### src/hdl/obst_pkg.sv
// shared widths, codes and types for the optimal search tree table builder
// no dependencies
package obst_pkg;

    localparam int KEY_W  = 4;
    localparam int WGT_W  = 13;
    localparam int COST_W = 20;
    localparam int DATA_W = 8;

    localparam logic [COST_W-1:0] COST_MAX = {COST_W{1'b1}};

    localparam logic ROW_SUMMARY = 1'b0;
    localparam logic ROW_NODE    = 1'b1;

    typedef struct packed {
        logic [KEY_W-1:0] lo;
        logic [KEY_W-1:0] hi;
    } span_t;

endpackage

### src/hdl/optimal_bst_table_builder_top.sv
// optimal binary search tree builder: items are loaded while idle; after the last item the
// table fill runs a diagonal pass, then per span two root table reads (single read port),
// the window bounds and one cost table read-add-compare step per candidate root.
// results follow: a summary row, then one node row per key, each built from root table reads.
// one problem at a time; rst_n clears control state asynchronously, key_count resets to 1.
// depends on obst_pkg and obst_ram
module optimal_bst_table_builder_top #(
    parameter int MAX_KEYS = 8
) (
    input  logic                       clk,
    input  logic                       rst_n,
    input  logic                       cfg_valid,
    output logic                       cfg_ready,
    input  logic [obst_pkg::KEY_W-1:0] key_count,
    input  logic                       in_valid,
    output logic                       in_stall,
    input  logic [obst_pkg::KEY_W-1:0] position,
    input  logic [obst_pkg::DATA_W-1:0] success_weight,
    input  logic [obst_pkg::DATA_W-1:0] failure_weight,
    input  logic                       last_item,
    output logic                       out_valid,
    input  logic                       out_stall,
    output logic                       row_kind,
    output logic [obst_pkg::KEY_W-1:0] node,
    output logic [obst_pkg::KEY_W-1:0] left_child,
    output logic [obst_pkg::KEY_W-1:0] right_child,
    output logic [obst_pkg::COST_W-1:0] total_cost,
    output logic                       last_row
);

    localparam int KW     = obst_pkg::KEY_W;
    localparam int CW     = obst_pkg::COST_W;
    localparam int WW     = obst_pkg::WGT_W;
    localparam int DIM    = MAX_KEYS + 1;
    localparam int DEPTH  = DIM * DIM;
    localparam int ADDR_W = $clog2(DEPTH);
    localparam int SI_W   = (DIM > 1) ? $clog2(DIM) : 1;
    localparam int QC_W   = $clog2(DIM + 1);

    localparam logic [3:0] S_IDLE = 4'd0;
    localparam logic [3:0] S_DIAG = 4'd1;
    localparam logic [3:0] S_RD1  = 4'd2;
    localparam logic [3:0] S_RD2  = 4'd3;
    localparam logic [3:0] S_WIN  = 4'd4;
    localparam logic [3:0] S_C1   = 4'd5;
    localparam logic [3:0] S_C2   = 4'd6;
    localparam logic [3:0] S_WR   = 4'd7;
    localparam logic [3:0] S_SUM0 = 4'd8;
    localparam logic [3:0] S_SUM1 = 4'd9;
    localparam logic [3:0] S_POP  = 4'd10;
    localparam logic [3:0] S_TK   = 4'd11;
    localparam logic [3:0] S_TL   = 4'd12;
    localparam logic [3:0] S_TR   = 4'd13;

    logic [3:0]          state_reg;
    logic [KW-1:0]       key_count_reg;
    logic [KW-1:0]       n_reg;
    logic [KW-1:0]       i_reg, j_reg, len_reg;
    logic [KW-1:0]       lo_reg, hi_reg, m_reg, lo_raw_reg;
    logic [WW-1:0]       wprev_reg, wsum_reg;
    logic [CW-1:0]       best_reg;
    logic [KW-1:0]       bestm_reg;
    logic [KW-1:0]       walk_i_reg, walk_j_reg, k_reg, left_reg;
    logic                kval_reg;
    logic [KW-1:0]       cnt_reg;
    logic [QC_W-1:0]     q_head_reg, q_tail_reg;
    obst_pkg::span_t     queue_reg [DIM];
    logic [obst_pkg::DATA_W-1:0] succ_reg [DIM];
    logic [obst_pkg::DATA_W-1:0] fail_reg [DIM];

    logic                out_valid_reg;
    logic                row_kind_reg, last_row_reg;
    logic [KW-1:0]       node_reg, left_out_reg, right_out_reg;
    logic [CW-1:0]       cost_out_reg;

    logic                mem_we;
    logic [ADDR_W-1:0]   mem_waddr;
    logic [WW-1:0]       w_wdata, w_rdata;
    logic [CW-1:0]       c_wdata, ca_rdata, cb_rdata;
    logic [KW-1:0]       r_wdata, r_rdata;
    logic [ADDR_W-1:0]   w_raddr, ca_raddr, cb_raddr, r_raddr;

    logic                out_free;
    logic                row_load;
    logic [CW:0]         pair_sum, tot_sum;
    logic [CW-1:0]       pair_sat, tot_sat;
    logic [KW:0]         lo_c, hi_c;
    logic [KW-1:0]       n_clamp;
    logic [KW-1:0]       right_val, left_val;
    obst_pkg::span_t     head_span;

    function automatic logic [ADDR_W-1:0] tab_addr(input logic [KW-1:0] r, input logic [KW-1:0] c);
        return ADDR_W'(int'(r) * DIM + int'(c));
    endfunction

    assign cfg_ready = 1'b1;
    assign in_stall  = (state_reg != S_IDLE);
    assign out_free  = !out_valid_reg || !out_stall;
    assign row_load  = out_free && (state_reg == S_SUM1 || state_reg == S_TR);

    assign out_valid   = out_valid_reg;
    assign row_kind    = row_kind_reg;
    assign node        = node_reg;
    assign left_child  = left_out_reg;
    assign right_child = right_out_reg;
    assign total_cost  = cost_out_reg;
    assign last_row    = last_row_reg;

    assign head_span = queue_reg[q_head_reg[SI_W-1:0]];

    always_comb
    begin
        if (key_count_reg == '0)
            n_clamp = KW'(1);
        else if (int'(key_count_reg) > MAX_KEYS)
            n_clamp = KW'(MAX_KEYS);
        else
            n_clamp = key_count_reg;
    end

    // saturating adds for the root search and the final cost
    assign pair_sum = {1'b0, ca_rdata} + {1'b0, cb_rdata};
    assign pair_sat = pair_sum[CW] ? obst_pkg::COST_MAX : pair_sum[CW-1:0];
    assign tot_sum  = (CW + 1)'(wsum_reg) + {1'b0, best_reg};
    assign tot_sat  = tot_sum[CW] ? obst_pkg::COST_MAX : tot_sum[CW-1:0];

    // knuth window bounds, clamped to i+1..j
    always_comb
    begin
        lo_c = {1'b0, lo_raw_reg};
        hi_c = {1'b0, r_rdata};
        if (lo_c < {1'b0, i_reg} + 1'b1)
            lo_c = {1'b0, i_reg} + 1'b1;
        if (lo_c > {1'b0, j_reg})
            lo_c = {1'b0, j_reg};
        if (hi_c > {1'b0, j_reg})
            hi_c = {1'b0, j_reg};
        if (hi_c < lo_c)
            hi_c = lo_c;
    end

    assign left_val  = kval_reg ? left_reg : '0;
    assign right_val = kval_reg ? r_rdata : '0;

    // read addresses follow the state so that data stays put while waiting
    always_comb
    begin
        w_raddr  = tab_addr(i_reg, j_reg - 1'b1);
        ca_raddr = tab_addr(i_reg, m_reg - 1'b1);
        cb_raddr = tab_addr(m_reg, j_reg);
        r_raddr  = tab_addr(i_reg, j_reg - 1'b1);
        unique case (state_reg)
            S_RD2:          r_raddr = tab_addr(i_reg + 1'b1, j_reg);
            S_SUM0, S_SUM1:
            begin
                r_raddr  = tab_addr('0, n_reg);
                ca_raddr = tab_addr('0, n_reg);
            end
            S_POP:          r_raddr = tab_addr(head_span.lo, head_span.hi);
            S_TK:           r_raddr = tab_addr(walk_i_reg, r_rdata - 1'b1);
            S_TL, S_TR:     r_raddr = tab_addr(k_reg, walk_j_reg);
            default:        r_raddr = tab_addr(i_reg, j_reg - 1'b1);
        endcase
    end

    always_comb
    begin
        mem_we    = (state_reg == S_DIAG) || (state_reg == S_WR);
        mem_waddr = tab_addr(i_reg, (state_reg == S_DIAG) ? i_reg : j_reg);
        if (state_reg == S_DIAG)
        begin
            w_wdata = WW'(fail_reg[i_reg[SI_W-1:0]]);
            c_wdata = '0;
            r_wdata = '0;
        end
        else
        begin
            w_wdata = wsum_reg;
            c_wdata = tot_sat;
            r_wdata = bestm_reg;
        end
    end

    obst_ram #(.WIDTH(WW), .DEPTH(DEPTH)) u_weight (
        .clk(clk), .we(mem_we), .waddr(mem_waddr), .wdata(w_wdata),
        .raddr(w_raddr), .rdata(w_rdata)
    );

    // cost table kept twice so both halves of a split are read in the same cycle
    obst_ram #(.WIDTH(CW), .DEPTH(DEPTH)) u_cost_a (
        .clk(clk), .we(mem_we), .waddr(mem_waddr), .wdata(c_wdata),
        .raddr(ca_raddr), .rdata(ca_rdata)
    );

    obst_ram #(.WIDTH(CW), .DEPTH(DEPTH)) u_cost_b (
        .clk(clk), .we(mem_we), .waddr(mem_waddr), .wdata(c_wdata),
        .raddr(cb_raddr), .rdata(cb_rdata)
    );

    obst_ram #(.WIDTH(KW), .DEPTH(DEPTH)) u_root (
        .clk(clk), .we(mem_we), .waddr(mem_waddr), .wdata(r_wdata),
        .raddr(r_raddr), .rdata(r_rdata)
    );

    // weight stores and output payload carry no reset
    always_ff @(posedge clk)
    begin
        if (state_reg == S_IDLE && in_valid && int'(position) <= MAX_KEYS)
        begin
            if (position != '0)
                succ_reg[position[SI_W-1:0]] <= success_weight;
            fail_reg[position[SI_W-1:0]] <= failure_weight;
        end
        if (state_reg == S_SUM1 && out_free)
        begin
            row_kind_reg  <= obst_pkg::ROW_SUMMARY;
            node_reg      <= r_rdata;
            left_out_reg  <= '0;
            right_out_reg <= '0;
            cost_out_reg  <= ca_rdata;
            last_row_reg  <= 1'b0;
        end
        else if (state_reg == S_TR && out_free)
        begin
            row_kind_reg  <= obst_pkg::ROW_NODE;
            node_reg      <= k_reg;
            left_out_reg  <= left_val;
            right_out_reg <= right_val;
            cost_out_reg  <= '0;
            last_row_reg  <= (cnt_reg + 1'b1 == n_reg);
        end
    end

    always_ff @(posedge clk or negedge rst_n)
    begin
        if (!rst_n)
        begin
            state_reg     <= S_IDLE;
            key_count_reg <= KW'(1);
            out_valid_reg <= 1'b0;
            cnt_reg       <= '0;
            q_head_reg    <= '0;
            q_tail_reg    <= '0;
        end
        else
        begin
            if (cfg_valid && cfg_ready)
                key_count_reg <= key_count;
            if (row_load)
                out_valid_reg <= 1'b1;
            else if (!out_stall)
                out_valid_reg <= 1'b0;

            unique case (state_reg)
                S_IDLE:
                begin
                    if (in_valid && last_item)
                    begin
                        n_reg     <= n_clamp;
                        i_reg     <= '0;
                        state_reg <= S_DIAG;
                    end
                end
                S_DIAG:
                begin
                    if (i_reg == n_reg)
                    begin
                        i_reg     <= '0;
                        j_reg     <= KW'(1);
                        len_reg   <= KW'(1);
                        state_reg <= S_RD1;
                    end
                    else
                    begin
                        i_reg <= i_reg + 1'b1;
                    end
                end
                S_RD1:
                begin
                    state_reg <= S_RD2;
                end
                S_RD2:
                begin
                    lo_raw_reg <= r_rdata;
                    wprev_reg  <= w_rdata;
                    state_reg  <= S_WIN;
                end
                S_WIN:
                begin
                    lo_reg    <= lo_c[KW-1:0];
                    hi_reg    <= hi_c[KW-1:0];
                    m_reg     <= lo_c[KW-1:0];
                    wsum_reg  <= wprev_reg + WW'(succ_reg[j_reg[SI_W-1:0]])
                                 + WW'(fail_reg[j_reg[SI_W-1:0]]);
                    state_reg <= S_C1;
                end
                S_C1:
                begin
                    state_reg <= S_C2;
                end
                S_C2:
                begin
                    // first minimum wins on ties
                    if (m_reg == lo_reg || pair_sat < best_reg)
                    begin
                        best_reg  <= pair_sat;
                        bestm_reg <= m_reg;
                    end
                    if (m_reg == hi_reg)
                    begin
                        state_reg <= S_WR;
                    end
                    else
                    begin
                        m_reg     <= m_reg + 1'b1;
                        state_reg <= S_C1;
                    end
                end
                S_WR:
                begin
                    if (j_reg == n_reg)
                    begin
                        if (len_reg == n_reg)
                        begin
                            state_reg <= S_SUM0;
                        end
                        else
                        begin
                            len_reg   <= len_reg + 1'b1;
                            i_reg     <= '0;
                            j_reg     <= len_reg + 1'b1;
                            state_reg <= S_RD1;
                        end
                    end
                    else
                    begin
                        i_reg     <= i_reg + 1'b1;
                        j_reg     <= j_reg + 1'b1;
                        state_reg <= S_RD1;
                    end
                end
                S_SUM0:
                begin
                    state_reg <= S_SUM1;
                end
                S_SUM1:
                begin
                    if (out_free)
                    begin
                        queue_reg[0]  <= '{lo: '0, hi: n_reg};
                        q_head_reg    <= '0;
                        q_tail_reg    <= QC_W'(1);
                        cnt_reg       <= '0;
                        state_reg     <= S_POP;
                    end
                end
                S_POP:
                begin
                    walk_i_reg <= head_span.lo;
                    walk_j_reg <= head_span.hi;
                    q_head_reg <= q_head_reg + 1'b1;
                    state_reg  <= S_TK;
                end
                S_TK:
                begin
                    k_reg     <= r_rdata;
                    kval_reg  <= ({1'b0, r_rdata} >= {1'b0, walk_i_reg} + 1'b1)
                                 && (r_rdata <= walk_j_reg);
                    state_reg <= S_TL;
                end
                S_TL:
                begin
                    left_reg  <= r_rdata;
                    state_reg <= S_TR;
                end
                S_TR:
                begin
                    if (out_free)
                    begin
                        if (left_val != '0 && right_val != '0 && int'(q_tail_reg) < MAX_KEYS)
                        begin
                            queue_reg[q_tail_reg[SI_W-1:0]] <=
                                '{lo: walk_i_reg, hi: k_reg - 1'b1};
                            queue_reg[SI_W'(q_tail_reg + 1'b1)] <=
                                '{lo: k_reg, hi: walk_j_reg};
                            q_tail_reg <= q_tail_reg + QC_W'(2);
                        end
                        else if (left_val != '0 && int'(q_tail_reg) <= MAX_KEYS)
                        begin
                            queue_reg[q_tail_reg[SI_W-1:0]] <=
                                '{lo: walk_i_reg, hi: k_reg - 1'b1};
                            q_tail_reg <= q_tail_reg + 1'b1;
                        end
                        else if (right_val != '0 && int'(q_tail_reg) <= MAX_KEYS)
                        begin
                            queue_reg[q_tail_reg[SI_W-1:0]] <= '{lo: k_reg, hi: walk_j_reg};
                            q_tail_reg <= q_tail_reg + 1'b1;
                        end
                        cnt_reg <= cnt_reg + 1'b1;
                        if (cnt_reg + 1'b1 == n_reg)
                            state_reg <= S_IDLE;
                        else
                            state_reg <= S_POP;
                    end
                end
                default:
                begin
                    state_reg <= S_IDLE;
                end
            endcase
        end
    end

    // root candidate stays inside the clamped window
    assert property (@(posedge clk) disable iff (!rst_n)
        state_reg == S_C2 |-> (m_reg >= lo_reg && m_reg <= hi_reg))
        else $error("root candidate outside search window");

    // the span queue never reads past what was written
    assert property (@(posedge clk) disable iff (!rst_n)
        state_reg == S_POP |-> q_head_reg < q_tail_reg)
        else $error("span queue underflow");

    // a node row always names a real key
    assert property (@(posedge clk) disable iff (!rst_n)
        (out_valid_reg && row_kind_reg == obst_pkg::ROW_NODE) |-> node_reg != '0)
        else $error("node row with empty key");

    // no new row is loaded over one that is still stalled
    assert property (@(posedge clk) disable iff (!rst_n)
        (out_valid_reg && out_stall && (state_reg == S_TR || state_reg == S_SUM1))
        |=> $stable(node_reg))
        else $error("pending row overwritten");

endmodule

### src/hdl/obst_ram.sv
// generic single write, single read memory with registered read data
// no dependencies
module obst_ram #(
    parameter int WIDTH = 8,
    parameter int DEPTH = 16
) (
    input  logic                     clk,
    input  logic                     we,
    input  logic [$clog2(DEPTH)-1:0] waddr,
    input  logic [WIDTH-1:0]         wdata,
    input  logic [$clog2(DEPTH)-1:0] raddr,
    output logic [WIDTH-1:0]         rdata
);

    logic [WIDTH-1:0] mem [DEPTH];

    always_ff @(posedge clk)
    begin
        if (we)
        begin
            mem[waddr] <= wdata;
        end
        rdata <= mem[raddr];
    end

endmodule
### config.mk
export PLATFORM = sky130hd
export DESIGN_NAME = optimal_bst_table_builder_top
export DESIGN_NICKNAME = d
export VERILOG_FILES = /design/src/hdl/obst_pkg.sv /design/src/hdl/optimal_bst_table_builder_top.sv /design/src/hdl/obst_ram.sv
export SDC_FILE = /design/constraint.sdc
export NUM_CORES = 2
export LEC_CHECK = 0
export BUFFER_PORTS_ARGS = -buffer_cell sky130_fd_sc_hd__buf_4
export CORE_MARGIN = 2
export CORE_UTILIZATION = 63
export DETAILED_ROUTE_END_ITERATION = 16
export PLACE_DENSITY_LB_ADDON = 0.25
export RECOVER_POWER = 25
export REMOVE_ABC_BUFFERS = 1
export SETUP_SLACK_MARGIN = 0.02
export SYNTH_ARGS = -nofsm -noshare
export SYNTH_HDL_FRONTEND = slang
export SYNTH_MEMORY_MAX_BITS = 65536
export SYNTH_SLANG_ARGS = --single-unit
### constraint.sdc
create_clock -name clk -period 7.55 [get_ports clk]
set_input_delay 0.3775 -clock clk [delete_from_list [all_inputs] [get_ports clk]]
set_output_delay 0.3775 -clock clk [all_outputs]
set_load 0.1 [all_outputs]
==> flow_summary.rst <==
.. list-table::
   :header-rows: 1

   * - Metric
     - Value
   * - Biggest area contributors in the synthesized netlist
     - sky130_fd_sc_hd__edfxtp_1, sky130_fd_sc_hd__mux4_2, sky130_fd_sc_hd__mux2i_1, sky130_fd_sc_hd__ha_1, sky130_fd_sc_hd__dfxtp_1
   * - Synthesized area
     - 0.152 mm^2
   * - Chain of cells forming the critical path
     - and2b_1, and2_0, clkbuf_1, nor2_1, nor2_1, nand3_1, buf_4, nand2b_1, nor2_4, buf_4
   * - H-tree levels
     - 5
   * - Clock transition at path regs
     - 0.06 ns
   * - Dominant cell by count in the synthesized netlist
     - sky130_fd_sc_hd__edfxtp_1
   * - Crit path arrival time
     - 7.57 ns
   * - Flop-to-flop setup slack
     - 0.60 ns
   * - CP Launch Point
     - state_reg[0]$_DFFE_PN0P_
   * - Max stage delay cell, worst path
     - sky130_fd_sc_hd__clkbuf_1
   * - Post-cts sizing count
     - 0
   * - Final count of negative-setup-slack endpoints
     - 0
   * - Area share of the leading cell type in the synthesized netlist
     - 65.9%
   * - Post-synthesis xor/xnor area fraction
     - 0.657%
   * - FF+latch count, synth
     - 3432
   * - Layout cells sized above 1
     - 27.5%
   * - Endpoint of the worst register-to-register path
     - u_weight.mem[16][10]$_DFFE_PP_
   * - Iteration-0 DRC Markers
     - 12.6k
   * - Count of final max-slew check failures
     - 1446
   * - Worst r2r src
     - state_reg[0]$_DFFE_PN0P_
   * - Worst-margin pin slew
     - 4.56 ns
   * - Met2 Usage GRT
     - 52.4%
   * - Overall die area
     - 0.245 mm^2
   * - Outcome
     - finished with violations
   * - Crit start category
     - register
   * - Share of synthesized area spent on multiplexers
     - 22.9%
   * - Post-layout minimum cycle time
     - 6.95 ns
   * - Routability congestion estimate
     - 0.920
   * - Portion of the post-synthesis area used by sequential elements
     - 67.3%
   * - Growth of design area from synthesis to finish
     - 11.2%
   * - Ys Warns
     - 0
   * - Mean area per synthesized cell
     - 19.6 um^2
   * - Initial Util
     - 63.2%
   * - Met3 routing resource usage after global routing
     - 9.14%
   * - TritonCTS Sinks
     - 3432
   * - Most instantiated flip-flop cell in the synthesis netlist
     - sky130_fd_sc_hd__edfxtp_1
   * - Share of the synthesized area in compound gates (AO/OA/AOI/OAI)
     - 3.21%
   * - Global routing usage on met1
     - 47.0%
   * - Number of port buffers
     - 65
   * - Portion of the clock cycle consumed by the worst path in the final layout
     - 92.1%
   * - Source-to-sink clock delay at the later pin of the worst-skew pair
     - 0.99 ns
   * - CTS tree
     - done
   * - Dpl hpwl
     - 241 mm
   * - Sum of routed wire length over all layers
     - 409 mm
   * - Per-cell routed wire length
     - 35.8 um
   * - Row count
     - 180
   * - Root Driver
     - sky130_fd_sc_hd__clkbuf_16
   * - Synth async-reset ratio
     - 0.612%
   * - Cell count of the worst reg-to-reg path
     - 10
   * - Top-level I/O count
     - 67
   * - Combinational family with the most area after synthesis
     - multiplexers
   * - Die Width
     - 495 um
   * - Wire length of the first global-routing pass
     - 589 mm
   * - DR DRC count
     - 0
   * - Inserted Clock Buffers
     - 357
   * - Failing checks
     - max-capacitance violations, max-slew violations
   * - Crit path kind
     - register to register
   * - Setup crit end kind
     - register
   * - Count of flip-flops with a built-in enable after synthesis
     - 3336
   * - Class of the worst hold path
     - primary input to register
   * - Max transition margin
     - -204%
   * - Vertical die dimension
     - 495 um
   * - Distinct cells, synth
     - 102
   * - Adder-cell share of the synthesized area
     - 1.64%
   * - Max-cap check violation count
     - 25
   * - Number of global-route vias before repair
     - 83.7k
   * - Reg with most FFs
     - u_cost_b.mem
   * - Endpoint required time on the critical path
     - 8.17 ns
   * - Largest clock skew in the final design
     - 0.0675 ns
   * - Most frequent cells after synthesis
     - sky130_fd_sc_hd__edfxtp_1, sky130_fd_sc_hd__mux4_2, sky130_fd_sc_hd__mux2i_1, sky130_fd_sc_hd__nor2_1, sky130_fd_sc_hd__clkbuf_1
   * - Final-report hold violation count
     - 0
   * - Iteration count of the initial detailed-routing pass
     - 6
   * - Initial antenna violation count
     - 20
   * - Largest area contributor in the synthesized netlist
     - sky130_fd_sc_hd__edfxtp_1
   * - Via density per instance
     - 7.31
   * - DR vias
     - 83.6k
   * - Floorplan core area
     - 0.240 mm^2
   * - Delay of the slowest cell on the worst path
     - 1.90 ns
   * - Buffer depth of the longest clock path
     - 4
   * - Number of instances in the synthesized netlist
     - 7744
   * - Worst-path maximum fanout
     - 26
   * - Largest registers ranked by flip-flop count
     - u_cost_b.mem: 1620 flops, u_weight.mem: 1053 flops, u_root.mem: 324 flops
   * - GR Overflow Total
     - 0
   * - Nets
     - 8203
   * - CP endpoint
     - u_weight.mem[16][10]$_DFFE_PP_
   * - Simple-gate portion of the synthesized area
     - 2.55%
   * - Most utilized layer in the global route result
     - met2
   * - Total of fill cells in the finished design
     - 14.2k
   * - Remaining number of nets flagged by the antenna check after routing
     - 0
   * - Worst hold slack
     - 0.226 ns
   * - Global router's overall resource usage
     - 33.7%
   * - Max reg flops
     - 1620
   * - Largest net degree at the start of global routing
     - 113
   * - Unrepaired setup endpoints after global routing
     - false
   * - Maximum clock frequency
     - 0.144 GHz
==> cell type report <==
cell class | count | area (um^2) | area share (%)
diodes | 3 | 7.51 | 0.00444
clock inverters | 168 | 1780 | 1.05
inverters | 108 | 405 | 0.240
well taps | 3185 | 3990 | 2.36
repair buffers | 364 | 2950 | 1.74
clock buffers | 459 | 9600 | 5.68
multi-input cells | 3722 | 48100 | 28.4
flip-flops and latches | 3432 | 102000 | 60.5
==> worst max-delay path, delay by kind of cell, from the launching register on <==
kind	cells	cell delay, ns
AND/OR/NAND/NOR	7	3.18
flip-flops	1	0.83
buffers and inverters	3	2.55
==> logic make-up after synthesis <==
family	count (synthesis)
AOI/OAI and AO/OA	751
and+or+nand+nor	822
DFF	3432
adders and majority gates	188
muxes	1841
xor gates and xnor gates	111
buffers and inverters	597
other	2
==> worst min-delay path by stage <==
stage                      start                      endpoint  slack, ns  cells after the start
2_1_floorplan              rst_n        cnt_reg[0]$_DFFE_PN0P_       0.08                      0
4_1_cts        success_weight[6]      succ_reg[6][6]$_DFFE_PP_       0.12                      2
3_5_place_dp               rst_n     q_tail_reg[1]$_DFFE_PN0P_       0.34                      1
6_report               cfg_valid  key_count_reg[2]$_DFFE_PN0P_       0.23                      3
3_3_place_gp               rst_n     q_tail_reg[1]$_DFFE_PN0P_       0.35                      1
5_1_grt                cfg_valid  key_count_reg[2]$_DFFE_PN0P_       0.21                      3
==> stage by stage <==
stage	setup TNS (ns)	utilization, %	instances	setup WS (ns)	area (um^2)
4_1_cts	0	70.5	11438	1.20	169000
6_report	0	70.3	11441	0.600	169000
5_1_grt	0	70.3	11440	0.330	169000
3_3_place_gp	0	65.6	10777	1.23	158000
3_5_place_dp	0	65.6	10777	1.28	158000
2_1_floorplan	-501.88	-	7262	-11.25	150000
==> cell usage in the layout (no fill, tap or decap), types with 75 or more instances in the layout <==
cell / instances
sky130_fd_sc_hd__nor2_1: 195
sky130_fd_sc_hd__clkbuf_1: 168
sky130_fd_sc_hd__clkbuf_16: 365
sky130_fd_sc_hd__nand2_1: 213
sky130_fd_sc_hd__edfxtp_1: 3336
sky130_fd_sc_hd__mux4_2: 1297
sky130_fd_sc_hd__a211oi_1: 179
sky130_fd_sc_hd__nor2b_1: 103
sky130_fd_sc_hd__a21oi_1: 225
sky130_fd_sc_hd__dfxtp_1: 75
sky130_fd_sc_hd__buf_4: 208
sky130_fd_sc_hd__mux2i_1: 476
sky130_fd_sc_hd__inv_1: 104
sky130_fd_sc_hd__o21ai_0: 122
sky130_fd_sc_hd__nor2_4: 81
sky130_fd_sc_hd__ha_1: 166
==> what timing repair did <==
item                       CTS  global route
hold buffers                34             0
buffers inserted             0             0
setup endpoints to repair    0             0
hold endpoints to repair   268             0
==> metal layers <==
layer  up-vias  share of wire, %
li1      32879                 -
met1     43578                36
met4         6               3.6
met5         -            0.0071
met3       962                13
met2      6182                48
Power is not shown: default switching activity piles up to over one toggle a cycle in this logic, so the estimate is an artifact.
